--- src/rtl/lcdw_pkg.sv ---
// lcdw_pkg: command codes, parameter byte positions and the pixel result type
// shared by the LCD window writer modules. No dependencies.
package lcdw_pkg;

   localparam logic [7:0] CMD_NONE         = 8'h00;
   localparam logic [7:0] CMD_SOFT_RESET   = 8'h01;
   localparam logic [7:0] CMD_COLUMN_SET   = 8'h2A;
   localparam logic [7:0] CMD_PAGE_SET     = 8'h2B;
   localparam logic [7:0] CMD_MEMORY_WRITE = 8'h2C;

   // position of a parameter byte after column-set / page-set
   localparam logic [2:0] PARAM_START_HI = 3'd0;
   localparam logic [2:0] PARAM_START_LO = 3'd1;
   localparam logic [2:0] PARAM_END_HI   = 3'd2;
   localparam logic [2:0] PARAM_END_LO   = 3'd3;
   localparam logic [2:0] PARAM_DONE     = 3'd4;

   typedef struct packed {
      logic        hit;
      logic [15:0] color;
      logic [8:0]  y;
      logic [7:0]  x;
   } pixel_type;

endpackage

--- src/rtl/lcdw_window.sv ---
// lcdw_window: command decode, address window registers and write pointer.
// Produces the pixel for an accepted data transaction. Depends on lcdw_pkg.
module lcdw_window import lcdw_pkg::*; #(
   parameter int PANEL_WIDTH  = 240,
   parameter int PANEL_HEIGHT = 320
) (
   input  logic        clock,
   input  logic        reset,
   input  logic        accept,
   input  logic        action,
   input  logic [15:0] bus_value,
   output pixel_type   pixel
);

   localparam logic [15:0] COL_END_RST  = 16'(PANEL_WIDTH - 1);
   localparam logic [15:0] PAGE_END_RST = 16'(PANEL_HEIGHT - 1);
   localparam logic [15:0] WIDTH_LIM    = 16'(PANEL_WIDTH);
   localparam logic [15:0] HEIGHT_LIM   = 16'(PANEL_HEIGHT);

   logic [7:0]  active_command_ff, active_command_in;
   logic [2:0]  param_index_ff, param_index_in;
   logic [7:0]  held_high_ff, held_high_in;
   logic [15:0] column_start_ff, column_start_in;
   logic [15:0] column_end_ff, column_end_in;
   logic [15:0] page_start_ff, page_start_in;
   logic [15:0] page_end_ff, page_end_in;
   logic [15:0] write_column_ff, write_column_in;
   logic [15:0] write_page_ff, write_page_in;

   logic [7:0]  byte_val;
   logic [15:0] word_val;
   logic        is_column;
   logic        on_panel;

   assign byte_val  = bus_value[7:0];
   assign word_val  = {held_high_ff, byte_val};
   assign is_column = (active_command_ff == CMD_COLUMN_SET);
   assign on_panel  = (write_column_ff < WIDTH_LIM) && (write_page_ff < HEIGHT_LIM);

   always_comb begin
      active_command_in = active_command_ff;
      param_index_in    = param_index_ff;
      held_high_in      = held_high_ff;
      column_start_in   = column_start_ff;
      column_end_in     = column_end_ff;
      page_start_in     = page_start_ff;
      page_end_in       = page_end_ff;
      write_column_in   = write_column_ff;
      write_page_in     = write_page_ff;

      pixel.hit   = 1'b0;
      pixel.x     = write_column_ff[7:0];
      pixel.y     = write_page_ff[8:0];
      pixel.color = bus_value;

      if (accept && !action) begin
         if (byte_val == CMD_SOFT_RESET) begin
            active_command_in = CMD_NONE;
            param_index_in    = PARAM_START_HI;
            held_high_in      = 8'd0;
            column_start_in   = 16'd0;
            column_end_in     = COL_END_RST;
            page_start_in     = 16'd0;
            page_end_in       = PAGE_END_RST;
            write_column_in   = 16'd0;
            write_page_in     = 16'd0;
         end else begin
            active_command_in = byte_val;
            param_index_in    = PARAM_START_HI;
            if (byte_val == CMD_MEMORY_WRITE) begin
               write_column_in = column_start_ff;
               write_page_in   = page_start_ff;
            end
         end
      end else if (accept && action) begin
         if (is_column || active_command_ff == CMD_PAGE_SET) begin
            if (param_index_ff != PARAM_DONE) begin
               param_index_in = param_index_ff + 3'd1;
            end
            case (param_index_ff)
               PARAM_START_HI, PARAM_END_HI: begin
                  held_high_in = byte_val;
               end
               PARAM_START_LO: begin
                  if (is_column) column_start_in = word_val;
                  else page_start_in = word_val;
               end
               PARAM_END_LO: begin
                  if (is_column) column_end_in = word_val;
                  else page_end_in = word_val;
               end
               default: begin
                  param_index_in = param_index_ff;
               end
            endcase
         end else if (active_command_ff == CMD_MEMORY_WRITE) begin
            pixel.hit = on_panel;
            // raster advance: column to window end, then wrap and step the page
            if (write_column_ff >= column_end_ff) begin
               write_column_in = column_start_ff;
               if (write_page_ff >= page_end_ff) write_page_in = page_start_ff;
               else write_page_in = write_page_ff + 16'd1;
            end else begin
               write_column_in = write_column_ff + 16'd1;
            end
         end
      end
   end

   always_ff @(posedge clock) begin
      if (reset) begin
         active_command_ff <= CMD_NONE;
         param_index_ff    <= PARAM_START_HI;
         held_high_ff      <= 8'd0;
         column_start_ff   <= 16'd0;
         column_end_ff     <= COL_END_RST;
         page_start_ff     <= 16'd0;
         page_end_ff       <= PAGE_END_RST;
         write_column_ff   <= 16'd0;
         write_page_ff     <= 16'd0;
      end else begin
         active_command_ff <= active_command_in;
         param_index_ff    <= param_index_in;
         held_high_ff      <= held_high_in;
         column_start_ff   <= column_start_in;
         column_end_ff     <= column_end_in;
         page_start_ff     <= page_start_in;
         page_end_ff       <= page_end_in;
         write_column_ff   <= write_column_in;
         write_page_ff     <= write_page_in;
      end
   end

endmodule

--- src/rtl/lcd_gram_window_writer.sv ---
// lcd_gram_window_writer: panel-side LCD controller address window and
// memory-write path. An on-panel memory-write pixel shows on rsp in the cycle
// after acceptance. Throughput: one bus transaction per cycle unless rsp stalls,
// set by the single pass through the window/pointer update and the rsp output register.
// Reset (synchronous, active high) restores the full-panel window, clears the
// active command and the write pointer, and empties the output register.
// Depends on lcdw_pkg and lcdw_window.
module lcd_gram_window_writer import lcdw_pkg::*; #(
   parameter int PANEL_WIDTH  = 240,
   parameter int PANEL_HEIGHT = 320
) (
   input  logic        clock,
   input  logic        reset,
   input  logic        req_tvalid,
   output logic        req_tready,
   input  logic [15:0] req_tdata,   // bus_value[15:0]
   input  logic        req_tuser,   // action: 0 command, 1 data
   output logic        rsp_tvalid,
   input  logic        rsp_tready,
   output logic [39:0] rsp_tdata    // pixel_x[7:0], pixel_y[16:8], pixel_color[32:17], zero
);

   logic      req_accept;
   pixel_type pixel;

   logic        rsp_valid_ff, rsp_valid_in;
   logic [39:0] rsp_data_ff, rsp_data_in;

   // take a new transaction whenever the output register is free or draining
   assign req_tready = !rsp_valid_ff || rsp_tready;
   assign req_accept = req_tvalid && req_tready;

   lcdw_window #(
      .PANEL_WIDTH  (PANEL_WIDTH),
      .PANEL_HEIGHT (PANEL_HEIGHT)
   ) u_window (
      .clock     (clock),
      .reset     (reset),
      .accept    (req_accept),
      .action    (req_tuser),
      .bus_value (req_tdata),
      .pixel     (pixel)
   );

   always_comb begin
      rsp_valid_in = rsp_valid_ff;
      rsp_data_in  = rsp_data_ff;
      if (rsp_tready) rsp_valid_in = 1'b0;
      if (pixel.hit) begin
         rsp_valid_in = 1'b1;
         rsp_data_in  = {7'd0, pixel.color, pixel.y, pixel.x};
      end
   end

   always_ff @(posedge clock) begin
      if (reset) rsp_valid_ff <= 1'b0;
      else rsp_valid_ff <= rsp_valid_in;
   end

   always_ff @(posedge clock) begin
      rsp_data_ff <= rsp_data_in;
   end

   assign rsp_tvalid = rsp_valid_ff;
   assign rsp_tdata  = rsp_data_ff;

   // a command transaction never creates a pixel
   a_cmd_no_pixel: assert property (@(posedge clock) disable iff (reset)
      (req_accept && !req_tuser && !rsp_tvalid) |=> !rsp_tvalid)
      else $error("pixel after command transaction");

   // reported pixels lie on the panel
   a_x_on_panel: assert property (@(posedge clock) disable iff (reset)
      rsp_tvalid |-> (32'(rsp_tdata[7:0]) < 32'(PANEL_WIDTH)))
      else $error("pixel column off panel");

   a_y_on_panel: assert property (@(posedge clock) disable iff (reset)
      rsp_tvalid |-> (32'(rsp_tdata[16:8]) < 32'(PANEL_HEIGHT)))
      else $error("pixel row off panel");

endmodule
--- config.mk ---
export PLATFORM = sky130hd
export DESIGN_NAME = lcd_gram_window_writer
export DESIGN_NICKNAME = d
export VERILOG_FILES = /design/src/rtl/lcdw_pkg.sv /design/src/rtl/lcdw_window.sv /design/src/rtl/lcd_gram_window_writer.sv
export SDC_FILE = /design/constraint.sdc
export NUM_CORES = 1
export LEC_CHECK = 0
export BUFFER_PORTS_ARGS = -buffer_cell sky130_fd_sc_hd__buf_4
export CORE_AREA = 5 5 164 166
export CTS_CLUSTER_DIAMETER = 80
export DETAILED_ROUTE_END_ITERATION = 8
export DIE_AREA = 0 0 169 171
export SLEW_MARGIN = 25
export SYNTH_ARGS = -nofsm -noshare
export SYNTH_HDL_FRONTEND = slang
export SYNTH_HIERARCHICAL = 1
export SYNTH_SLANG_ARGS = --single-unit
--- constraint.sdc ---
create_clock -name clock -period 6.02 [get_ports clock]
set_clock_uncertainty 0.05 [all_clocks]
set_input_delay 1.204 -clock clock [delete_from_list [all_inputs] [get_ports clock]]
set_output_delay 1.204 -clock clock [all_outputs]
set_load 0.02 [all_outputs]
# After elaboration in Yosys (flattened, before gate mapping)
# Cells that the tools add are included.
# op_classes
n_lt_le_gt_ge,4
eq_ne,13
add_sub_neg,3
reduce_logical,29
n_mux,48
# op_table
op,n
$mux W16,36
$mux W8,6
$add A16 B1 Y16 const B,2
$eq A8 B6 Y1 const B,4
$ge A16 B16 Y1,2
$reduce_and A5 Y1,5
$reduce_bool A2 Y1,9
$lt A16 B8 Y1 const B,1
$lt A16 B9 Y1 const B,1
$reduce_and A4 Y1,3
$eq A8 B1 Y1 const B,1
$eq A3 B2 Y1 const B,2
$mux W1,6
$ne A3 B3 Y1 const B,2
$logic_and A1 B1 Y1,4
$ne A2 B2 Y1 const B,2
$reduce_or A2 Y1,2
$reduce_or A4 Y1,1
$add A3 B1 Y3 const B,1
$eq A3 B1 Y1 const B,1
$logic_not A3 Y1,1
$logic_not A1 Y1,2
$logic_or A1 B1 Y1,2
$ne A2 B1 Y1 const B,1
# word_totals
register_bits,149
word_cells,108
inputBits,21

# Depth between registers and ports, before layout
# Gate-level depths: netlist (run 1).
# depth
ltp_word,7
mapped_depth,11

# By module
# Netlist (run 1), hierarchy kept.
# modules_own_cells
mod,area_per_inst_um2,cells_each,instances
lcdw_window,6317.3,754,1
lcd_gram_window_writer,1102.3,46,1

# Worst setup path before layout (run 1)
# No wires, ideal clock.
# synth_timing
path_type,input to register
from,input rsp_tready
to,"register rsp_data_ff[0] (netlist: rsp_tdata[0]), enable pin"
t_required_ps,5461
path_stages,6
setup_time_ps,509
arrival_time_ps,5227
path_buffers,2
slack_ps,234
cell_sequence,nand2b_4 > and2_4 > buf_6 > clkbuf_1 > nand4b_1 > nor4_1
# synth_lines
item,line_no,text
start: declaration,lcd_gram_window_writer.sv:19,"input logic rsp_tready,"
end signal: assignment,lcd_gram_window_writer.sv:61,rsp_data_ff <= rsp_data_in;
end: declaration,lcd_gram_window_writer.sv:27,"logic [39:0] rsp_data_ff, rsp_data_in;"

# Final worst setup path (run 1)
# layout_timing
from,input req_tdata[7]
to,register u_window.write_page_ff[14]
# layout_via
elab_chain_len,3
elab_cells_between_ends,6
cone_classes,eq/ne (3); mux (2); reduce/logical (1)
# layout_lines
item,line_no,text
start: declaration,lcd_gram_window_writer.sv:16,"input logic [15:0] req_tdata,"
$eq A8 B6 Y1 or $eq A8 B1 Y1 (tied branches),"lcdw_window.sv:70, lcdw_window.sv:57",
$ne A3 B3 Y1 (no line) or $mux W16 (tied branches),-,
$reduce_and A5 Y1 (no line) or $mux W16 (tied branches),-,
end signal: assignment,lcdw_window.sv:130,write_page_ff <= write_page_in;
end: declaration,lcdw_window.sv:28,"logic [15:0] write_page_ff, write_page_in;"
# Several ways; a longest one is shown, not always the timed one.
# A chain may end at the register's enable or synchronous reset.

==> key figures, run 1 <==
Outcome
  • Outcome: finished, final reports clean

Placed design
  • Placed cell area: approximately 7900 sq um
  • IO Port Bufs: 55
  • GP Congestion: 0.8271
  • Dpl hpwl: about 13000 um

Power
  • Max IR drop VDD: 168.5 uV
  • Leakage: between 0.003 and 0.004 uW
  • Sequential power share: a little under half
  • Comb pwr share: under 10%
  • Power Internal: ~1700 uW
  • Clock power share: 48.7%
  • Net Sw Power: approximately 480 uW
  • Sw Share: 22.41%
  • Pwr Density: between 200 and 300 nW/um^2

Detailed routing
  • DR WL/cell: around 17 um
  • ANT nets after route: 0
  • Residual DRC: 0
  • First drt pass iteration count: 5
  • Starting DRT DRC Count: around 430
  • DR vias: around 6000
  • WL final: 19480 um
  • Via-to-Cell Ratio: 5.165

Timing
  • Fmax: around 280 MHz
  • Worst-margin pin slew: around 0.96 ns
  • Final Hold Fails: 0
  • Max Slew Vio Count: 0
  • Setup violators final: 0
  • TNS Setup: 0 ns
  • Min Hold Slack: a little over 0.4 ns
  • Final period utilization: between 50% and 60%
  • Unrepaired setup endpoints after global routing: false
  • Fin crit period: between 3 and 4 ns
  • Slew headroom: 36.03%

Clock network
  • # resized after CTS: 0
  • Clock buffer count from CTS: 17
  • CTS tree: done
  • Max Root-Sink Buffers: 2
  • # Post-CTS Setup Buffers: 0
  • Htree depth: 4
  • Clk slew on worst S/H paths: about 0.06 ns
  • Sink Count: around 150
  • Clock Latency Late Sink: 0.43 ns
  • CTS Hold Buffers Added: 0
  • CTS root buf: clkbuf_16

Critical path
  • Critical path endpoint category: flop
  • CP max FO: 33
  • Most common cell on crit path: buf_4
  • Critical path class: input pin to flop
  • Worst Path Required: between 6 and 7 ns
  • Worst path cell trace: buf_4 -> or4_1 -> a211oi_1 -> o21a_2 -> o31ai_2 -> buf_4 -> nand2b_1 -> o32ai_1
  • CP top delay family: compound AO/OA/AOI/OAI gates
  • Worst Setup Start Kind: input pin
  • Worst Path Buf+Inv: 2
  • CP arrival: ~3.8 ns
  • Largest stage delay on the critical path: ~0.57 ns
  • Slowest-stage cell, CP: or4_1

Logic synthesis
  • Synth unique cells: 66
  • Async SR Flop Fraction: 0%
  • Number of synthesized register bits: around 150
  • Sequential area share after synthesis: approximately 45%
  • Cell Area, Synth: approximately 7400 sq um
  • Synth Warn #: 6
  • EDFF count, synth: 33
  • Post-synth top flop: dfxtp_1
  • Syn Area/Cell: between 9 and 10 sq um
  • Syn Inst Count: 800

Die
  • Die height: 171 um
  • Starting Density: between 20% and 30%
  • # IOs: 63
  • Core region area: roughly 25000 sq um
  • Die width: about 170 um
  • Die area: 28900 sq um
  • Row Count: between 50 and 60

Finish
  • Fin area: roughly 8500 sq um
  • Nets: 867
  • Area grow syn2layout: 13.93%
  • # diodes: 0
  • Proportion of layout cells with a drive suffix above 1: about 15%

Global route
  • Largest net degree at the start of global routing: 55
  • First-pass GRT wire length: between 30000 and 40000 um
  • Gr usage total: a little over an eighth
  • Initial antenna violation count: 0
  • Vias in the first global route: around 5500
  • GRT overflow: 0

Worst hold path
  • Worst Hold Class: flop to flop

Job
  • Max Cap Viol: 0
[worst register-to-register path: cells and delay by family, from the launching register on]
family | cells | cell delay, ns
AO/OA/AOI/OAI | 3 | 0.82
adder cells (fa/ha/maj) | 1 | 0.33
buffers and inverters | 2 | 0.45
AND/OR/NAND/NOR | 3 | 0.99
flip-flops | 1 | 0.36
[power groups by stage]
stage          clock network (uW)  logic, uW  registers [uW]
2_1_floorplan                   0       56.4            1040
3_3_place_gp                    0       74.5            1050
3_5_place_dp                    0       75.5            1050
4_1_cts                      1060       75.5            1020
5_1_grt                      1110       80.9            1020
6_report                     1050       75.8            1020
[per-stage QoR]
| stage | cells | setup slack (ns) | power (uW) | util (%) |
|---|---|---|---|---|
| 2_1_floorplan | 806 | 0.2339 | 1101 | - |
| 3_3_place_gp | 1123 | 2.145 | 1120 | 30.90 |
| 3_5_place_dp | 1123 | 2.077 | 1121 | 30.93 |
| 4_1_cts | 1155 | 2.535 | 2163 | 33.19 |
| 5_1_grt | 1155 | 2.328 | 2218 | 33.19 |
| 6_report | 1155 | 2.481 | 2145 | 33.19 |
[layout make-up]
type,count,area [sq um]
fill,2632,17020
multi-input combinational,514,3436
sequential,149,3313
timing repair buffer,64,480.5
clock buffer,21,450.4
tap,335,419.2
inverter,61,229.0
clock inverter,11,125.1
[final timing paths]
kind | startpoint | endpoint | slack [ns] | depth (start not counted)
max | req_tdata[7] | u_window/write_page_ff[14]$_SDFFE_PP0P_ | 2.48 | 8
min | u_window/column_end_ff[15]$_SDFFE_PP0P_ | u_window/column_end_ff[15]$_SDFFE_PP0P_ | 0.40 | 2
max reg2reg | u_window/write_column_ff[15]$_SDFFE_PP0P_ | u_window/write_page_ff[14]$_SDFFE_PP0P_ | 2.92 | 9
min reg2reg | u_window/column_end_ff[15]$_SDFFE_PP0P_ | u_window/column_end_ff[15]$_SDFFE_PP0P_ | 0.40 | 2
[routing by layer]
| metal | wire (um) | part of all wire, % | track usage (%) | vias to the layer above |
|---|---|---|---|---|
| li1 | - | - | - | 2871 |
| met1 | 9027 | 46 | 17.41 | 2905 |
| met2 | 9049 | 46 | 21.59 | 166 |
| met3 | 1107 | 5.7 | 2.773 | 24 |
| met4 | 300 | 1.5 | 4.165 | 0 |
| met5 | 0 | 0 | 0 | - |
[registers in the layout, indices dropped and copies added (netlist names), 16 cells and up]
name                      cells
rsp_tdata                    33
u_window/column_end_ff       16
u_window/column_start_ff     16
u_window/page_end_ff         16
u_window/page_start_ff       16
u_window/write_column_ff     16
u_window/write_page_ff       16
[logic make-up (layout without fill, tap and decap cells)]
group                      Yosys count  in the layout  share of synthesized area, %
buffers and inverters              143            157                         9.730
DFF                                149            149                         44.65
and+or+nand+nor                    252            252                         17.55
xor gates and xnor gates            15             15                         1.771
AOI/OAI and AO/OA                  188            188                         17.66
other                                1              7                       0.05054
muxes                               13             13                         2.007
adders and majority gates           39             39                         6.577
[synth_stat cells (8+ instances only)]
master      n  area share, %
a21oi_1    59            4.0
a22o_1     34            4.0
a41oi_1    15            1.8
buf_4      40            4.0
clkbuf_1   32            1.6
dfxtp_1   116             31
edfxtp_1   33             13
ha_1       39            6.6
inv_1      60            3.0
nand2_1    86            4.4
nand3_1    39            2.6
nand3b_1   16            1.6
nand4_1    29            2.4
nor2_1     27            1.4
nor3_1     14           0.94
nor4_1      9           0.76
o21ai_0    23            1.6
o22a_1      8           0.94
o32ai_1    14            1.7
xnor2_1     8           0.94
[placed cells by master, fill, tap and decap left out, types with 6 or more instances in the layout]
cell type	n
a21o_1	7
a21oi_1	59
a22o_1	34
a41oi_1	15
and3_1	6
buf_4	64
clkbuf_16	17
conb_1	7
dfxtp_1	116
edfxtp_1	33
ha_1	39
inv_1	60
mux2_2	7
nand2_1	86
nand3_1	39
nand3b_1	16
nand4_1	29
nor2_1	25
nor3_1	12
nor4_1	8
o21ai_0	23
o22a_1	8
o32ai_1	14
xnor2_1	8
xor2_1	7
Power figures use the tool's default switching activity.
==> run 2: changes to the inputs <==
==> constraint.sdc (replaced) <==
create_clock -name clock -period 3.5 [get_ports clock]
set_clock_uncertainty 0.05 [all_clocks]
set_input_delay 0.7 -clock clock [delete_from_list [all_inputs] [get_ports clock]]
set_output_delay 0.7 -clock clock [all_outputs]
set_load 0.02 [all_outputs]
==> run 2 against run 1 <==
Register-to-register slack lost 2.5 ns; sequential share of layout area shrank 0.38 points; count of clock-buffer cells in the layout shrank 4; final area grew 0.98%; wire length grew 2.8%; critical path depth grew 2; first-iteration DRC count grew 27%; power grew 75%.
==> key figures, run 2 (same netlist as run 1, synthesis figures left out) <==
Outcome
  • Outcome: finished, final reports clean (unchanged)

Detailed routing
  • DR vias: 5943 (was 5966)
  • First drt pass iteration count: 5 (unchanged)
  • ANT nets after route: 0 (unchanged)
  • Starting DRT DRC Count: 553 (was 434)
  • WL final: 20030 um (was 19480 um)
  • Via-to-Cell Ratio: 5.110 (was 5.165)
  • DR WL/cell: 17.23 um (was 16.87 um)
  • Residual DRC: 0 (unchanged)

Clock network
  • Clk slew on worst S/H paths: 0.06 ns (about the same)
  • # resized after CTS: 0 (unchanged)
  • Max Root-Sink Buffers: 2 (unchanged)
  • CTS tree: done (unchanged)
  • CTS Hold Buffers Added: 0 (unchanged)
  • Clock Latency Late Sink: 0.43 ns (about the same)
  • Sink Count: 149 (unchanged)
  • CTS root buf: clkbuf_16 (unchanged)
  • # Post-CTS Setup Buffers: 0 (unchanged)
  • Htree depth: 4 (unchanged)
  • Clock buffer count from CTS: 17 (unchanged)

Global route
  • Vias in the first global route: 5621 (was 5479)
  • Gr usage total: 13.74% (was 13.15%)
  • Largest net degree at the start of global routing: 36 (was 55)
  • Initial antenna violation count: 0 (unchanged)
  • GRT overflow: 0 (unchanged)
  • First-pass GRT wire length: 31240 um (was 30020 um)

Timing
  • Fin crit period: between 3 and 4 ns
  • Final Hold Fails: 0 (unchanged)
  • Worst-margin pin slew: 0.8740 ns (was 0.9560 ns)
  • Final period utilization: 86.64%
  • Worst setup margin: 0.4674 ns (was 2.481 ns)
  • Fmax: ~330 MHz
  • TNS Setup: 0 ns (unchanged)
  • Setup violators final: 0 (unchanged)
  • Unrepaired setup endpoints after global routing: false (unchanged)
  • Min Hold Slack: 0.3983 ns (was 0.4044 ns)
  • Slew headroom: 41.73% (was 36.03%)
  • Max Slew Vio Count: 0 (unchanged)

Placed design
  • GP Congestion: 0.8660 (was 0.8271)
  • Worst slack at placement: 0.6009 ns (was 2.077 ns)
  • Placed insts: 1131 (was 1123)
  • Placed cell area: 7943 sq um (was 7878 sq um)
  • Dpl hpwl: 13550 um (was 13490 um)
  • IO Port Bufs: 55 (unchanged)

Finish
  • Layout Cells excl Fill: 1163 (was 1155)
  • Fillers: 2607 (was 2632)
  • Leading cell type in the layout, fill and taps excluded: dfxtp_1 (unchanged)
  • Nets: 875 (was 867)
  • Fin area: 8536 sq um (was 8453 sq um)
  • Proportion of layout cells with a drive suffix above 1: 15.70% (was 14.76%)
  • Area grow syn2layout: 15.04% (was 13.93%)
  • Max FFs per register: 33 (unchanged)
  • # diodes: 0 (unchanged)
  • Commonest cells after routing, fill and taps aside: 116 x dfxtp_1, 86 x nand2_1, 72 x buf_4 (was 116 x dfxtp_1, 86 x nand2_1, 64 x buf_4)

Critical path
  • Critical path endpoint category: flop (unchanged)
  • Worst Path Required: 3.79 ns (was 6.30 ns)
  • CP max FO: 27 (was 33)
  • Worst Setup Start Kind: flop (was input pin)
  • CP arrival: 3.32 ns (was 3.82 ns)
  • Critical path class: flop to flop (was input pin to flop)

Die
  • Die area: 28900 sq um (unchanged)
  • # IOs: 63 (unchanged)
  • Die height: 171 um (unchanged)
  • Core region area: 25470 sq um (unchanged)
  • Die width: 169 um (unchanged)
  • Starting Density: 29.13% (unchanged)
  • Row Count: 59 (unchanged)

Worst hold path
  • Worst Hold Class: input pin to flop (was flop to flop)

Power
  • Max IR drop VDD: 281.8 uV (was 168.5 uV)
  • Pwr Density: 438.9 nW/um^2 (was 253.8 nW/um^2)
  • Leakage: 0.003207 uW (was 0.003153 uW)

Job
  • Max Cap Viol: 0 (unchanged)
## run 2: cell types whose count changed in the layout (fill, tap and decap cells not counted), sizes merged
| cell | change |
|---|---|
| clkinvlp | -1 |
| clkbuf | -4 |
| clkinv | +1 |
| buf | +8 |
| inv | +4 |
## run 2: critical path, cell delays in order, from the launching register on
cell	delay [ns]
dfxtp_1	0.43
inv_1	0.09
ha_1	0.28
nand2b_1	0.15
a2111oi_0	0.45
a2111oi_0	0.16
buf_4	0.18
nor3_2	0.26
buf_4	0.33
mux2_2	0.37
a31oi_1	0.20
## run 2: metal layers
metal  vias to the layer above  global-route usage [%]  share of wire, %
met4                         0                   5.705               2.6
met3                        39                   2.819               5.8
met5                         -                       0                 0
met1                      2840                   18.00                45
met2                       165                   22.20                47
li1                       2899                       -                 -
## run 2: path summary, 6_finish.rpt
check,start,endpoint,slack [ns],cells after the start
hold / removal,req_tdata[13],rsp_tdata[30]$_DFFE_PP_,0.40,1
hold reg to reg,u_window/column_end_ff[8]$_SDFFE_PP0P_,u_window/column_end_ff[8]$_SDFFE_PP0P_,0.41,2
setup reg to reg,u_window/write_column_ff[0]$_SDFFE_PP0P_,u_window/write_column_ff[1]$_SDFFE_PP0P_,0.47,10
setup / recovery,u_window/write_column_ff[0]$_SDFFE_PP0P_,u_window/write_column_ff[1]$_SDFFE_PP0P_,0.47,10
## run 2: through the flow
step | power [uW] | utilization [%]
floorplan | 1894 | -
global placement | 1934 | 31.19
detailed placement | 1935 | 31.19
CTS | 3786 | 33.52
global route | 3875 | 33.52
finish | 3746 | 33.52
## run 2: layout make-up
type | instances | area, sq um | share of cell area (%)
clock buffer | 17 | 425.4 | 4.984
inverter | 61 | 229.0 | 2.683
clock inverter | 15 | 167.7 | 1.964
tap | 335 | 419.2 | 4.911
timing repair buffer | 72 | 540.5 | 6.332
multi-input combinational | 514 | 3441 | 40.31
sequential | 149 | 3313 | 38.82
## run 2: power by group
group	internal [uW]	total [uW]	switching [uW]
sequential	1760	1760	4.21
combinational	39.8	138	98.6
clock	1070	1850	781
==> run 3: changes to the inputs <==
==> constraint.sdc (replaced) <==
create_clock -name clock -period 3.5 [get_ports clock]
set_clock_uncertainty 0.05 [all_clocks]
set_input_delay 0.35 -clock clock [delete_from_list [all_inputs] [get_ports clock]]
set_output_delay 0.35 -clock clock [all_outputs]
set_load 0.02 [all_outputs]
==> run 3 against run 2 <==
Sequential power hardly changed; final cell count barely moved; via count decreased by 0.37%; final area is 0.31% higher; count of clock-buffer cells in the layout rose by 4; power up 0.31%; global-route usage decreased by 0.10 points; non-clock buffer count is 1 higher; largest cell class unchanged.
==> key figures, run 3 (same netlist as run 1, synthesis figures left out) <==
Global route
  • GRT overflow: 0 (unchanged)
  • Largest net degree at the start of global routing: 55 (was 36)
  • Initial antenna violation count: 0 (unchanged)
  • Gr usage total: 13.64% (was 13.74%)
  • Vias in the first global route: 5538 (was 5621)
  • First-pass GRT wire length: 31240 um (about the same)

Timing
  • Fmax: 323.9 MHz (was 329.8 MHz)
  • Final Hold Fails: 0 (unchanged)
  • Fin crit period: 3.087 ns (was 3.033 ns)
  • Final period utilization: 88.21% (was 86.64%)
  • Max Slew Vio Count: 0 (unchanged)
  • Setup violators final: 0 (unchanged)
  • TNS Setup: 0 ns (unchanged)
  • Slew headroom: 35.61% (was 41.73%)
  • Unrepaired setup endpoints after global routing: false (unchanged)
  • Worst-margin pin slew: 0.9416 ns (was 0.8740 ns)

Detailed routing
  • Residual DRC: 0 (unchanged)
  • First drt pass iteration count: 7 (was 5)
  • Starting DRT DRC Count: 456 (was 553)
  • Via-to-Cell Ratio: 5.087 (was 5.110)
  • DR vias: 5921 (was 5943)
  • ANT nets after route: 0 (unchanged)
  • DR WL/cell: 17.10 um (was 17.23 um)
  • WL final: 19910 um (was 20030 um)

Critical path
  • Worst Path Buf+Inv: 2 (was 3)
  • CP max FO: 13 (was 27)
  • Worst path cell trace: inv_1 -> ha_1 -> nand2b_1 -> a2111o_1 -> a32o_1 -> nor3_2 -> buf_4 -> mux2_2 -> o32ai_1 (was inv_1 -> ha_1 -> nand2b_1 -> a2111oi_0 -> a2111oi_0 -> buf_4 -> nor3_2 -> buf_4 -> mux2_2 -> a31oi_1)
  • Critical path endpoint category: flop (unchanged)
  • R2r worst-path depth: 9 (was 10)
  • Critical path class: flop to flop (unchanged)
  • R2R setup slack: 0.41 ns (was 0.47 ns)
  • Worst reg2reg endpoint: u_window/write_page_ff[10]$_SDFFE_PP0P_ (was u_window/write_column_ff[1]$_SDFFE_PP0P_)
  • Reg-to-Reg Start: u_window/write_page_ff[0]$_SDFFE_PP0P_ (was u_window/write_column_ff[0]$_SDFFE_PP0P_)
  • CP arrival: 3.37 ns (was 3.32 ns)
  • Worst Path Required: 3.78 ns (was 3.79 ns)
  • CP top delay family: compound AO/OA/AOI/OAI gates (unchanged)
  • Largest stage delay on the critical path: 0.47 ns (was 0.45 ns)
  • Worst path depth: 9 (was 10)
  • Slowest-stage cell, CP: nor3_2 (was a2111oi_0)
  • Worst Setup Start Kind: flop (unchanged)

Power
  • Power Internal: 2926 uW (was 2862 uW)
  • Clock power share: 49.5% (was 49.3%)
  • Pwr Density: 438.9 nW/um^2 (about the same)
  • Sequential power share: 46.8% (was 47.0%)
  • Leakage: 0.003212 uW (was 0.003207 uW)
  • Max IR drop VDD: 356.2 uV (was 281.8 uV)
  • Net Sw Power: 831.7 uW (was 883.9 uW)
  • PnR Total Power: 3758 uW (was 3746 uW)
  • Comb pwr share: 3.7% (about the same)
  • Sw Share: 22.13% (was 23.59%)

Die
  • Starting Density: 29.13% (unchanged)
  • Die area: 28900 sq um (unchanged)
  • Die height: 171 um (unchanged)
  • # IOs: 63 (unchanged)
  • Die width: 169 um (unchanged)
  • Core region area: 25470 sq um (unchanged)
  • Row Count: 59 (unchanged)

Clock network
  • Clock buffer count from CTS: 17 (unchanged)
  • Clk slew on worst S/H paths: 0.06 ns (about the same)
  • CTS root buf: clkbuf_16 (unchanged)
  • Clock Latency Late Sink: 0.42 ns (was 0.43 ns)
  • Sink Count: 149 (unchanged)
  • CTS tree: done (unchanged)
  • Htree depth: 4 (unchanged)
  • Max Root-Sink Buffers: 2 (unchanged)
  • CTS Hold Buffers Added: 0 (unchanged)
  • # resized after CTS: 0 (unchanged)
  • # Post-CTS Setup Buffers: 0 (unchanged)

Finish
  • Area grow syn2layout: 15.40% (was 15.04%)
  • Layout Cells excl Fill: 1164 (was 1163)
  • Commonest cells after routing, fill and taps aside: 116 x dfxtp_1, 86 x nand2_1, 72 x buf_4 (unchanged)
  • # diodes: 0 (unchanged)
  • Leading cell type in the layout, fill and taps excluded: dfxtp_1 (unchanged)
  • Max FFs per register: 33 (unchanged)
  • Nets: 876 (was 875)
  • Proportion of layout cells with a drive suffix above 1: 15.44% (was 15.70%)

Placed design
  • Dpl hpwl: 13620 um (was 13550 um)
  • IO Port Bufs: 55 (unchanged)
  • GP Congestion: 0.8420 (was 0.8660)
  • Placed insts: 1132 (was 1131)

Worst hold path
  • Worst Hold Class: input pin to flop (unchanged)
  • Worst Hold Endpoint: rsp_tdata[26]$_DFFE_PP_ (was rsp_tdata[30]$_DFFE_PP_)
  • Hold path start: req_tdata[9] (was req_tdata[13])
  • Hold path cells: 1 (unchanged)

Outcome
  • Outcome: finished, final reports clean (unchanged)

Job
  • Max Cap Viol: 0 (unchanged)
## run 3: changes by cell type in the layout (fill, tap and decap cells not counted), sizes merged
cell / before / now
buf: 72 / 73
clkbuf: 17 / 21
clkinv: 6 / 3
clkinvlp: 1 / 4
inv: 67 / 63
## run 3: per-layer routing
metal | global-route usage (%) | share of wire, % | vias to the layer above
met5 | 0 | 0 | -
met4 | 4.760 | 2.0 | 0
li1 | - | - | 2895
met3 | 2.934 | 5.3 | 26
met1 | 17.90 | 45 | 2828
met2 | 22.34 | 48 | 172
## run 3: area by class of cell
type / instances / area (sq um)
fill: 2624 / 16910
multi-input combinational: 514 / 3437
sequential: 149 / 3313
timing repair buffer: 73 / 560.5
clock buffer: 21 / 481.7
tap: 335 / 419.2
inverter: 61 / 229.0
clock inverter: 11 / 121.4
## run 3: power by group through the flow
stage	Sequential [uW]	Combinational [uW]	Clock (uW)
detailed placement	1800	138	0
global placement	1800	138	0
CTS	1760	139	1890
finish	1760	139	1860
floorplan	1800	97.4	0
global route	1760	149	1960
## run 3: worst register-to-register path: stages, from the launching register on
cell and delay [ns]:
dfxtp_1 0.41, inv_1 0.09, ha_1 0.29, nand2b_1 0.15, a2111o_1 0.41, a32o_1 0.33
nor3_2 0.48, buf_4 0.33, mux2_2 0.36, o32ai_1 0.11
## run 3: stage by stage
| stage | worst slack, ns | util (%) | hold slack (ns) | instance area (sq um) |
|---|---|---|---|---|
| 6_report | 0.4128 | 33.62 | 0.05326 | 8562 |
| 3_3_place_gp | 0.5894 | 31.25 | 0.3903 | 7959 |
| 4_1_cts | 0.4332 | 33.62 | 0.03513 | 8562 |
| 5_1_grt | 0.2065 | 33.62 | 0.03050 | 8562 |
| 3_5_place_dp | 0.4683 | 31.25 | 0.3986 | 7959 |
| 2_1_floorplan | 0.6968 | - | 0.3624 | 7457 |
## run 3: how the worst max path moves through the flow
stage	slack (ns)	end	start
3_5_place_dp	0.47	u_window/write_page_ff[10]$_SDFFE_PP0P_	u_window/write_page_ff[0]$_SDFFE_PP0P_
3_3_place_gp	0.59	u_window/write_page_ff[14]$_SDFFE_PP0P_	u_window/write_column_ff[15]$_SDFFE_PP0P_
5_1_grt	0.21	u_window/write_page_ff[11]$_SDFFE_PP0P_	u_window/write_page_ff[0]$_SDFFE_PP0P_
4_1_cts	0.43	u_window/write_page_ff[10]$_SDFFE_PP0P_	u_window/write_page_ff[0]$_SDFFE_PP0P_
6_report	0.41	u_window/write_page_ff[10]$_SDFFE_PP0P_	u_window/write_page_ff[0]$_SDFFE_PP0P_
2_1_floorplan	0.70	rsp_tdata[0]$_DFFE_PP_	rsp_tvalid$_SDFFE_PP0P_
